### src/design/stack_with_index_read_and_search_unit_assert.svh
`ifndef STACK_WITH_INDEX_READ_AND_SEARCH_UNIT_ASSERT_SVH
`define STACK_WITH_INDEX_READ_AND_SEARCH_UNIT_ASSERT_SVH

// same-cycle implication, sampled on clk, off during reset
`define STK_ASSERT_NOW(label, ante, cons, msg) \
    label: assert property (@(posedge clk) disable iff (!rst_n) (ante) |-> (cons)) \
        else $error(msg);

// next-cycle implication, sampled on clk, off during reset
`define STK_ASSERT_NEXT(label, ante, cons, msg) \
    label: assert property (@(posedge clk) disable iff (!rst_n) (ante) |=> (cons)) \
        else $error(msg);

`endif

### src/design/stk_pkg.sv
package stk_pkg;

    localparam int DEPTH   = 256;
    localparam int WORD_W  = 32;
    localparam int POS_W   = 8;
    localparam int CNT_W   = 9;
    localparam int ACT_W   = 2;
    localparam int STAT_W  = 3;
    localparam int ADDR_W  = 3;
    localparam int PDATA_W = 32;

    localparam logic [ACT_W-1:0] ACT_PUSH   = 2'd0;
    localparam logic [ACT_W-1:0] ACT_POP    = 2'd1;
    localparam logic [ACT_W-1:0] ACT_READ   = 2'd2;
    localparam logic [ACT_W-1:0] ACT_SEARCH = 2'd3;

    localparam logic [STAT_W-1:0] ST_OK       = 3'd0;
    localparam logic [STAT_W-1:0] ST_FULL     = 3'd1;
    localparam logic [STAT_W-1:0] ST_EMPTY    = 3'd2;
    localparam logic [STAT_W-1:0] ST_RANGE    = 3'd3;
    localparam logic [STAT_W-1:0] ST_NOTFOUND = 3'd4;

    localparam logic [ADDR_W-1:0] REG_CAPACITY = 3'd0;
    localparam logic [CNT_W-1:0]  CAP_RESET    = 9'd256;

    typedef struct packed {
        logic push;
        logic pop;
    } ctl_t;

    // query transaction walking the cell row
    typedef struct packed {
        logic              valid;
        logic              is_search;
        logic [WORD_W-1:0] word;
        logic [POS_W-1:0]  target;
        logic              hit;
        logic [POS_W-1:0]  idx;
    } tok_t;

endpackage

### src/design/stk_cell.sv
module stk_cell (
    input  logic                       clk,
    input  logic                       rst_n,
    input  stk_pkg::ctl_t              ctl,
    input  logic [stk_pkg::WORD_W-1:0] up_word,
    input  logic [stk_pkg::WORD_W-1:0] down_word,
    input  logic [stk_pkg::POS_W-1:0]  cell_idx,
    input  logic [stk_pkg::CNT_W-1:0]  count,
    input  stk_pkg::tok_t              tok_in,
    output logic [stk_pkg::WORD_W-1:0] word,
    output stk_pkg::tok_t              tok_out
);

    logic [stk_pkg::WORD_W-1:0] word_reg;
    stk_pkg::tok_t              tok_reg;
    stk_pkg::tok_t              tok_next;
    logic                       in_use;

    assign in_use = {1'b0, cell_idx} < count;

    always_comb
    begin
        tok_next = tok_in;
        if (tok_in.valid)
        begin
            if (tok_in.is_search)
            begin
                // later cells sit lower in the stack, so the last hit wins
                if (in_use && (tok_in.word == word_reg))
                begin
                    tok_next.hit = 1'b1;
                    tok_next.idx = cell_idx;
                end
            end
            else if (tok_in.target == cell_idx)
            begin
                tok_next.word = word_reg;
                tok_next.hit  = 1'b1;
            end
        end
    end

    always_ff @(posedge clk)
    begin
        if (ctl.push)
        begin
            word_reg <= up_word;
        end
        else if (ctl.pop)
        begin
            word_reg <= down_word;
        end
    end

    always_ff @(posedge clk or negedge rst_n)
    begin
        if (!rst_n)
        begin
            tok_reg <= '0;
        end
        else
        begin
            tok_reg <= tok_next;
        end
    end

    assign word    = word_reg;
    assign tok_out = tok_reg;

endmodule

### config.mk
export PLATFORM = sky130hd
export DESIGN_NAME = stk_cell
export DESIGN_NICKNAME = d
export VERILOG_FILES = /design/src/design/stack_with_index_read_and_search_unit_assert.svh /design/src/design/stk_pkg.sv /design/src/design/stk_cell.sv
export SDC_FILE = /design/constraint.sdc
export NUM_CORES = 1
export LEC_CHECK = 0
export ABC_AREA = 1
export BUFFER_PORTS_ARGS = -buffer_cell sky130_fd_sc_hd__buf_4
export CAP_MARGIN = 20
export CORE_MARGIN = 3
export CORE_UTILIZATION = 46
export DETAILED_ROUTE_END_ITERATION = 8
export PLACE_DENSITY = 0.83
export SETUP_SLACK_MARGIN = 0.5
export SKIP_LAST_GASP = 1
export SLEW_MARGIN = 20
export SYNTH_ARGS = -nofsm -noshare
export SYNTH_HDL_FRONTEND = slang
export SYNTH_SLANG_ARGS = --single-unit
### constraint.sdc
create_clock -name clk -period 1.8 [get_ports clk]
set_clock_uncertainty 0.05 [all_clocks]
set_input_delay 0.36 -clock clk [delete_from_list [all_inputs] [get_ports clk]]
set_output_delay 0.36 -clock clk [all_outputs]
set_load 0.03 [all_outputs]
==> impl_metrics.py <==
metrics = {
    "status": {
        "status": "complete, but fails checks",
        "violations": "hold timing",
    },
    "timing": {
        "timing.final.crit_share": 0.969,
        "final_hold_viol_count": 19,
        "worst-slew-pin-transition_ps": 670,
        "setup_slack_ps": 56.6,
        "rsz0062_at_grt": "true",
        "drv_slew": 0,
        "setup_violations": 0,
        "slew-limit-headroom": 0.553,
        "max_freq_mhz": 574,
        "holdWs_ps": -35.9,
        "min_period_ps": 1740,
    },
    "yosys": {
        "ys_warn_count": 0,
        "synth.area.top_cells": "dfrtp_1, nand2_1, edfxtp_1",
        "synth_cell_types": 26,
        "syn_nets": 669,
        "synthArstFlopShare": 0.614,
        "synth_area_leader_cell": "dfrtp_1",
        "synth_ff_type": "dfrtp_1",
        "synth_top_area_frac": 0.300,
        "syn_inst": 526,
        "synth-edff-count": 32,
        "avgSynthCellArea_um2": 8.08,
        "yosysSeqAreaShare": 0.527,
        "synth_area_um2": 4250,
        "synth-seq-cells": 83,
    },
    "setup_path": {
        "max_stage_delay_ps": 460,
        "worstSetupPathType": "flip-flop to flip-flop",
        "critPathMaxFanout": 5,
        "worstPathArrival_ps": 1940,
        "cp-end-kind": "flip-flop",
        "start_kind": "flip-flop",
        "cpMostUsedCell": "nand2_1",
        "path_cells": "inv_1, nand2_1, nand2_1, inv_1, nand2_1, nor2_1, nand2_1, nor2_4, nand3_4, nand2_1, nand2_1",
        "ff2ff_setup_slack_ps": 60,
        "rr_worst_depth": 11,
        "cp_slowest_cell": "edfxtp_1",
        "worstPathRequired_ps": 2000,
    },
    "placement": {
        "dpl.hpwl_mm": 9.92,
        "gp_congestion": 0.908,
        "dpl_worst_slack_ps": -48.3,
        "portBuffers": 218,
        "dpl_cell_area_um2": 5970,
    },
    "power": {
        "pwr_density_cell_nw_per_um2": 707,
        "p_total_mw": 4.98,
        "leakage_nw": 3.82,
        "ir_worst_vdd_uv": 463,
    },
    "routing": {
        "viasPerCell": 5.05,
        "drc": 0,
        "num_vias": 4478,
        "routed_wl_mm": 15.3,
        "drtPass1Iterations": 5,
        "ant_nets": 0,
        "dr.first_iter.drc_count": 204,
        "detail_route.wl_per_cell_um": 17.2,
    },
    "finish": {
        "seq_area_um2": 2240,
        "largest_register_ffs": 51,
        "syn_to_final_growth_pct": 66.0,
        "fillCellCount": 539,
        "layout_common_cells": "nand2_1, buf_4, buf_6",
        "nets": 916,
        "diodes": 0,
        "multi_input_area_um2": 1940,
        "drive_above_1_share": 0.455,
        "final_area_um2": 7050,
        "layout_commonest_cell": "nand2_1",
    },
    "clocking": {
        "clk_path_buf_depth": 2,
        "clk_latency_ps": 350,
        "htreeDepth": 3,
        "cts_made_buffers": 9,
        "clkSlewWorstSetupHoldPaths_ps": 100,
        "cts_tree": "built",
        "cts.sinks": 83,
        "cts_root_buf": "clkbuf_8",
    },
    "die": {
        "chipWidth_um": 102,
        "die_h_um": 102,
        "num_rows": 34,
        "die_area_um2": 10400,
        "coreArea_um2": 8850,
        "initial_core_util": 0.480,
        "ios": 219,
    },
    "global_routing": {
        "grt_pass1_wl_mm": 20.1,
        "grt_antenna_before_repair": 0,
        "track_usage": 0.250,
        "grt_overflow": 0,
        "grt_max_degree": 52,
        "grt_pass1_vias": 4184,
    },
    "worst_hold_path": {
        "hp-class": "input pin to async pin",
    },
    "run": {
        "maxCapViolCount": 0,
    },
}
## worst max-delay path: cells and delay by family (launching register included)
| kind | cells | cell delay, ps |
|---|---|---|
| flops | 1 | 460 |
| simple gates | 9 | 960 |
| buf+inv | 2 | 170 |
## routing by layer
metal / vias up / GRT usage / wire [um]
met1: 2118 / 0.303 / 5630
met2: 233 / 0.438 / 8100
met5: - / 0 / 0
li1: 2083 / - / -
met3: 44 / 0.0423 / 965
met4: 0 / 0.111 / 561
## kinds of logic (layout without fill, tap and decap cells)
logic type	count (synthesis)	in the layout	synth area share
AOI/OAI and AO/OA	24	24	0.0389
adders and majority gates	7	7	0.0206
and+or+nand+nor	311	312	0.289
xor gates and xnor gates	17	17	0.0350
buffers and inverters	84	335	0.0898
DFF	83	83	0.527
## cell type report
| class | count | area share |
|---|---|---|
| Clock buffer | 9 | 0.0176 |
| Clock inverter | 7 | 0.00727 |
| Inverter | 70 | 0.0399 |
| Multi-Input combinational cell | 360 | 0.275 |
| Sequential cell | 83 | 0.317 |
| Tap cell | 108 | 0.0192 |
| Timing Repair Buffer | 248 | 0.322 |
| Timing Repair inverter | 1 | 0.00231 |
## per-stage QoR
| step | TNS, ps | cells | util | hold WS, ps |
|---|---|---|---|---|
| CTS | 0 | 871 | 0.738 | 2.72 |
| global route | -298 | 886 | 0.797 | 33.6 |
| finish | 0 | 886 | 0.797 | -35.9 |
| detailed placement | -253 | 844 | 0.675 | 390 |
| global placement | 0 | 844 | 0.675 | 375 |
| floorplan | 0 | 526 | - | 14.4 |
## cells in the mapped netlist (3+ instances only)
cell type  number
nand2_1       262
inv_1          67
dfrtp_1        51
edfxtp_1       32
nor2_1         27
xnor2_1        13
o21ai_2        12
nand3_1        11
o21ai_1         8
clkbuf_1        7
ha_1            7
buf_6           6
xor2_1          4
a21oi_1         3
nand2_2         3
## worst paths after layout
check                           start          end
max                          word[24]   tok_out[6]
min                             rst_n  tok_out[25]
max reg2reg                  word[24]   tok_out[6]
min reg2reg                   word[6]  tok_out[23]
max in group asynchronous       rst_n   tok_out[7]
min in group clk           tok_in[14]  tok_out[14]
## report_power, final
part / switching (mW) / internal [mW] / leakage (nW) / total [mW]
clock: 0.745 / 0.512 / 0.0864 / 1.26
combinational: 0.795 / 0.669 / 2.80 / 1.46
sequential: 0.138 / 2.12 / 0.924 / 2.26
## what timing repair did
| action | 4_1_cts | 5_1_grt |
|---|---|---|
| setup endpoints to repair | 117 | 123 |
| pin swaps | 4 | 16 |
| gates cloned | 1 | 7 |
| hold buffers | 0 | 0 |
| buffers inserted | 10 | 8 |
| resized for setup | 82 | 95 |
No activity file was read; power rests on OpenSTA's default activity.
