===== config.mk =====
export PLATFORM = sky130hd
export DESIGN_NAME = stk_apb
export DESIGN_NICKNAME = d
export VERILOG_FILES = /design/src/design/stack_with_index_read_and_search_unit_assert.svh /design/src/design/stk_pkg.sv /design/src/design/stk_apb.sv
export SDC_FILE = /design/constraint.sdc
export NUM_CORES = 1
export LEC_CHECK = 0
export BUFFER_PORTS_ARGS = -buffer_cell sky130_fd_sc_hd__buf_4
export CORE_MARGIN = 2
export CORE_UTILIZATION = 30
export DETAILED_ROUTE_END_ITERATION = 7
export PLACE_DENSITY = 0.83
export SYNTH_ARGS = -nofsm -noshare
export SYNTH_HDL_FRONTEND = slang
export SYNTH_SLANG_ARGS = --single-unit

===== constraint.sdc =====
create_clock -name clk -period 0.9 [get_ports clk]
set_input_delay 0.045 -clock clk [delete_from_list [all_inputs] [get_ports clk]]
set_output_delay 0.045 -clock clk [all_outputs]
set_load 0.05 [all_outputs]

===== src/design/stack_with_index_read_and_search_unit_assert.svh =====
`ifndef STACK_WITH_INDEX_READ_AND_SEARCH_UNIT_ASSERT_SVH
`define STACK_WITH_INDEX_READ_AND_SEARCH_UNIT_ASSERT_SVH

// same-cycle implication, sampled on clk, off during reset
`define STK_ASSERT_NOW(label, ante, cons, msg) \
    label: assert property (@(posedge clk) disable iff (!rst_n) (ante) |-> (cons)) \
        else $error(msg);

// next-cycle implication, sampled on clk, off during reset
`define STK_ASSERT_NEXT(label, ante, cons, msg) \
    label: assert property (@(posedge clk) disable iff (!rst_n) (ante) |=> (cons)) \
        else $error(msg);

`endif


===== src/design/stk_pkg.sv =====
package stk_pkg;

    localparam int DEPTH   = 256;
    localparam int WORD_W  = 32;
    localparam int POS_W   = 8;
    localparam int CNT_W   = 9;
    localparam int ACT_W   = 2;
    localparam int STAT_W  = 3;
    localparam int ADDR_W  = 3;
    localparam int PDATA_W = 32;

    localparam logic [ACT_W-1:0] ACT_PUSH   = 2'd0;
    localparam logic [ACT_W-1:0] ACT_POP    = 2'd1;
    localparam logic [ACT_W-1:0] ACT_READ   = 2'd2;
    localparam logic [ACT_W-1:0] ACT_SEARCH = 2'd3;

    localparam logic [STAT_W-1:0] ST_OK       = 3'd0;
    localparam logic [STAT_W-1:0] ST_FULL     = 3'd1;
    localparam logic [STAT_W-1:0] ST_EMPTY    = 3'd2;
    localparam logic [STAT_W-1:0] ST_RANGE    = 3'd3;
    localparam logic [STAT_W-1:0] ST_NOTFOUND = 3'd4;

    localparam logic [ADDR_W-1:0] REG_CAPACITY = 3'd0;
    localparam logic [CNT_W-1:0]  CAP_RESET    = 9'd256;

    typedef struct packed {
        logic push;
        logic pop;
    } ctl_t;

    // query transaction walking the cell row
    typedef struct packed {
        logic              valid;
        logic              is_search;
        logic [WORD_W-1:0] word;
        logic [POS_W-1:0]  target;
        logic              hit;
        logic [POS_W-1:0]  idx;
    } tok_t;

endpackage


===== src/design/stk_apb.sv =====
module stk_apb (
    input  logic                        clk,
    input  logic                        rst_n,
    input  logic                        psel,
    input  logic                        penable,
    input  logic                        pwrite,
    input  logic [stk_pkg::ADDR_W-1:0]  paddr,
    input  logic [stk_pkg::PDATA_W-1:0] pwdata,
    output logic [stk_pkg::PDATA_W-1:0] prdata,
    output logic                        pready,
    output logic [stk_pkg::CNT_W-1:0]   capacity
);

    logic [stk_pkg::CNT_W-1:0] capacity_reg;
    logic                      sel_cap;

    assign pready  = 1'b1;
    assign sel_cap = (paddr[stk_pkg::ADDR_W-1] == stk_pkg::REG_CAPACITY[stk_pkg::ADDR_W-1]);

    always_ff @(posedge clk or negedge rst_n)
    begin
        if (!rst_n)
        begin
            capacity_reg <= stk_pkg::CAP_RESET;
        end
        else if (psel && penable && pwrite && pready && sel_cap)
        begin
            capacity_reg <= pwdata[stk_pkg::CNT_W-1:0];
        end
    end

    always_comb
    begin
        prdata = '0;
        if (sel_cap)
        begin
            prdata = {{(stk_pkg::PDATA_W-stk_pkg::CNT_W){1'b0}}, capacity_reg};
        end
    end

    assign capacity = capacity_reg;

endmodule


==> run summary, run 1 <==
max-slew violations - 0
clk sink count - 9
CTS tree - done
Critical Path Start - capacity[8]$_DFFE_PN1P_
post-DR wirelength/cell - 10.54 µm
WP data arrival - 1070 ps
Unique masters post-synth - 7
register area share after synthesis - 0.3664
commonest non-fill, non-tap cell in the layout - conb_1
Hold Crit Class - input pin to register
min-delay src - pwdata[5]
crit path max fanout - 2
Syn-to-layout area delta - 79.35%
Max Fclk - 0.8965 GHz
max FFs per register - 9
FF-to-FF Start - capacity[0]$_DFFE_PN0P_
leakage - 0.5949 nW
RSZ-0062 raised after global routing - true
Worst Setup End Kind - output pin
gr usage total - 0.1201
Ports - 82
Root Driver - clkbuf_4
Final Cell Area - 0.001109 mm²
Routed WL - 1.339 mm
worst clock skew - 0 ps
Post-Place Setup Slack - -51.94 ps
CP Launch Type - register
max cap viols - 0
total CTS buffers - 3
worst endpoint required time - 850 ps
clock slew at reported path FFs - 60 ps
Placement Rows - 16
routability congestion estimate - 0.6746
PD cells - 2331 mW/mm²
Clock Latency Late Sink - 250 ps
final setup violation count - 19
Ys Warns - 0
Mean Syn Cell Area - 11.45 µm²
Final Cycle Share - 1.239
Ant. Diodes - 0
vias in the first global route - 492
failing checks - setup timing
dpl cell area - 843.3 µm²
status - complete, but fails checks
# nets final - 141
mapped cell area - 618.1 µm²
flip-flop and latch count after synthesis - 9
initial antenna violation count - 0
pin count of the biggest net entering global routing - 10
Core Region - 0.001962 mm²
Die W - 49.39 µm
DR DRC count - 0
# H-tree levels - 1
via count - 470
chip height - 49.39 µm
clock buffer depth - 2
Fin. Hold Viols - 0
effective utilization at floorplan - 0.3151
Starting DRT DRC Count - 0
post-route setup slack - -215.4 ps
port bufs - 32
commonest cells after routing, fill and taps aside - 24 x conb_1, 16 x buf_4, 14 x buf_8
global-route wire length before repair - 2.173 mm
Setup TNS - -2137 ps
VDD IR-drop max - 1.108 mV
TritonRoute pass-1 iters - 1
DR vias/cell - 3.701
Total Die Area - 0.002439 mm²
min cycle time layout - 1115 ps
Design Power - 0.002584 W
share of cells above drive strength 1 - 0.7400
Final ANT Viol Nets - 0
Setup CP Type - register to output pin
Gate Count Post-Synth - 54
fillers - 185
aggregate global routing overflow - 0
==> critical path, cell delays in order (launching register included) <==
cell,delay [ps]
dfstp_2,530
and2b_4,150
buf_8,140
==> cell families after synthesis <==
logic type / after synthesis / synth area share
buffers and inverters: 24 / 0.2915
and+or+nand+nor: 10 / 0.1660
muxes: 9 / 0.1640
DFF: 9 / 0.3664
other: 2 / 0.01215
==> metal layers <==
| layer | wire (µm) | vias to the layer above | GRT usage |
|---|---|---|---|
| li1 | - | 219 | - |
| met3 | 115 | 0 | 0.05521 |
| met5 | 0 | - | 0 |
| met4 | 0 | 0 | 0 |
| met2 | 826 | 28 | 0.2455 |
| met1 | 397 | 223 | 0.1134 |
==> cell type report <==
| class | count | area (µm²) | area share |
|---|---|---|---|
| Clock buffer | 4 | 26.28 | 0.02370 |
| Multi-Input combinational cell | 43 | 325.3 | 0.2935 |
| Sequential cell | 9 | 236.5 | 0.2133 |
| Tap cell | 27 | 33.78 | 0.03047 |
| Timing Repair Buffer | 44 | 486.7 | 0.4391 |
==> synthesized netlist by cell type <==
cell type  number  area share
nand4b_4        1       0.038
mux2_2          9        0.16
buf_4          24        0.29
dfstp_2         1       0.043
dfrtp_1         8        0.32
conb_1          2       0.012
and2b_2         9        0.13
==> final timing paths <==
path	endpoint	slack [ps]	depth (start not counted)
worst max register to register	capacity[0]$_DFFE_PN0P_	-80	3
worst max-delay path	prdata[8]	-220	2
max in group asynchronous	capacity[8]$_DFFE_PN1P_	530	2
worst min register to register	capacity[4]$_DFFE_PN0P_	620	2
min in group asynchronous	capacity[1]$_DFFE_PN0P_	150	2
worst min-delay path	capacity[5]$_DFFE_PN0P_	20	2
==> repair_timing <==
| action | in CTS | in global routing |
|---|---|---|
| gates resized for setup | 41 | 0 |
| setup endpoints to repair | 18 | 23 |
| buffers inserted | 10 | 0 |
| hold buffers | 1 | 0 |
| hold endpoints to repair | 9 | 0 |
==> metrics by stage <==
stage            util  hold WS (ps)  instances
2_1_floorplan       -        -250.6         76
3_3_place_gp   0.4298        -128.7        112
3_5_place_dp   0.4298        -122.9        112
4_1_cts        0.5651         12.07        127
5_1_grt        0.5651         11.42        127
6_report       0.5651         19.60        127
==> where the power goes <==
part | switching [W] | internal, W
registers | 0.0000587 | 0.000516
clock network | 0.000126 | 0.000170
logic | 0.000968 | 0.000745
total | 0.00115 | 0.00143
Power figures use the tool's default switching activity.
==> run 2: changes to the inputs <==
- CAP_MARGIN: default -> 10
- CELL_PAD_IN_SITES_DETAIL_PLACEMENT: default -> 1
- CELL_PAD_IN_SITES_GLOBAL_PLACEMENT: default -> 1
- CORE_UTILIZATION: 30 -> 19
- PLACE_DENSITY: 0.83 -> 0.81
==> run 2 against run 1 <==
The run still ends with setup timing left; sequential power increased by 0.9%; combinational power about the same; clock-buffer cell count is the same; register-to-register slack better by 80 ps; clock power up 2%; clock skew unchanged; via count up 0.21%; cell count increased by 14%; first-iteration DRC count rose by 7; wire length increased by 17%; critical path depth is the same; core utilization fell by 20 points; critical path type unchanged; largest cell class unchanged.
==> run summary, run 2 (synthesized netlist as in run 1, its figures left out) <==
Starting DRT DRC Count - 7 (+7)
routability congestion estimate - 0.6672 (-1.1%)
Final Cycle Share - 1.247 (+0.007374)
pin count of the biggest net entering global routing - 10 (unchanged)
Setup TNS - -2190 ps (-52.87 ps)
effective utilization at floorplan - 0.2008 (-0.1142)
RSZ-0062 raised after global routing - true
total CTS buffers - 3 (unchanged)
# nets final - 142 (+0.71%)
Total Die Area - 0.003725 mm² (+53%)
Clock Latency Late Sink - 250 ps (about the same)
Hold Crit Class - input pin to register
status - complete, but fails checks
PD cells - 2277 mW/mm² (-2.3%)
DR vias/cell - 3.248 (-12%)
Setup CP Type - register to output pin
commonest non-fill, non-tap cell in the layout - conb_1
crit path max fanout - 2 (unchanged)
Fin. Hold Viols - 0 (unchanged)
Routed WL - 1.568 mm (+17%)
Max Fclk - 0.8912 GHz (-0.59%)
Worst Setup End Kind - output pin
Root Driver - clkbuf_4
worst endpoint required time - 850 ps (about the same)
vias in the first global route - 503 (+2.2%)
post-DR wirelength/cell - 10.81 µm (+2.6%)
TritonRoute pass-1 iters - 2 (+1)
gr usage total - 0.09435 (-0.02575)
# H-tree levels - 1 (unchanged)
max-slew violations - 0 (unchanged)
chip height - 61.04 µm (+24%)
Syn-to-layout area delta - 82.39%
clk sink count - 9 (unchanged)
max cap viols - 0 (unchanged)
global-route wire length before repair - 2.401 mm (+10%)
Placement Rows - 20 (+4)
Final ANT Viol Nets - 0 (unchanged)
share of cells above drive strength 1 - 0.7228 (-0.01723)
hold slack - 15.46 ps (-4.143 ps)
Die W - 61.04 µm (+24%)
leakage - 0.5936 nW (-0.21%)
min cycle time layout - 1122 ps (+6.637 ps)
worst clock skew - 0 ps (unchanged)
clock buffer depth - 2 (unchanged)
port bufs - 32 (unchanged)
clock slew at reported path FFs - 60 ps (about the same)
CP Launch Type - register
max FFs per register - 9 (unchanged)
failing checks - setup timing
VDD IR-drop max - 0.9674 mV (-13%)
commonest cells after routing, fill and taps aside - 24 x conb_1, 16 x buf_4, 15 x buf_6
via count - 471 (+0.21%)
aggregate global routing overflow - 0 (unchanged)
DR DRC count - 0 (unchanged)
Ant. Diodes - 0 (unchanged)
hpwl dp - 1.187 mm
Core Region - 0.003078 mm² (+57%)
WP data arrival - 1080 ps (about the same)
initial antenna violation count - 0 (unchanged)
final setup violation count - 19 (unchanged)
CTS tree - done
Ports - 82 (unchanged)
post-route setup slack - -222.1 ps (-6.637 ps)
## run 2: cell count changes in the layout (fill, tap and decap cells not counted), sizes merged
cell	delta
dlygate4sd3	+2
buf	-1
## run 2: per-layer routing
metal | wire, µm | up-vias | global-route usage
met2 | 929 | 31 | 0.1733
met5 | 0 | - | 0
met1 | 500 | 218 | 0.09044
met3 | 138 | 0 | 0.05042
li1 | - | 222 | -
met4 | 0 | 0 | 0.02795
## run 2: stage by stage
stage	instances	cell area (µm²)	worst slack (ps)	util	power, W
floorplan	76	742.0	-121.0	-	0.001592
global placement	129	864.6	-33.75	0.2809	0.001825
detailed placement	129	864.6	-61.64	0.2809	0.001840
CTS	143	1107	-237.8	0.3598	0.002576
global route	145	1127	-263.6	0.3663	0.002691
finish	145	1127	-222.1	0.3663	0.002566
## run 2: layout make-up
type                    instances  area (µm²)
fillers                       353        1951
multi-input cells              43       325.3
flip-flops and latches          9       236.5
clock buffers                   4       26.28
well taps                      44       55.05
repair buffers                 45       484.2
## run 2: final timing paths
check | to | startpoint | slack, ps | cells after the start
setup / recovery | prdata[8] | capacity[8]$_DFFE_PN1P_ | -220 | 2
hold / removal | capacity[3]$_DFFE_PN0P_ | pwdata[3] | 20 | 2
setup reg to reg | capacity[5]$_DFFE_PN0P_ | capacity[5]$_DFFE_PN0P_ | 0 | 2
hold reg to reg | capacity[6]$_DFFE_PN0P_ | capacity[6]$_DFFE_PN0P_ | 610 | 2
max in group asynchronous | capacity[8]$_DFFE_PN1P_ | rst_n | 520 | 2
min in group asynchronous | capacity[3]$_DFFE_PN0P_ | rst_n | 170 | 2
## run 2: what timing repair did
action,CTS,global route
setup buffers,9,0
pin swaps,0,0
endpoints found under the hold margin,9,2
endpoints found under the setup margin,18,24
gates resized for setup,37,0
hold buffers,1,2
## run 2: report_power, final
part           internal (W)  switching (W)  leakage (nW)
registers          0.000516      0.0000635        0.0978
clock network      0.000170       0.000132        0.0150
logic              0.000719       0.000965         0.481
total               0.00141        0.00116         0.594
## run 2: worst max-delay path, cell delays in order, from the launching register on
cell and delay, ps:
dfstp_2 530, and2b_4 150, buf_8 140
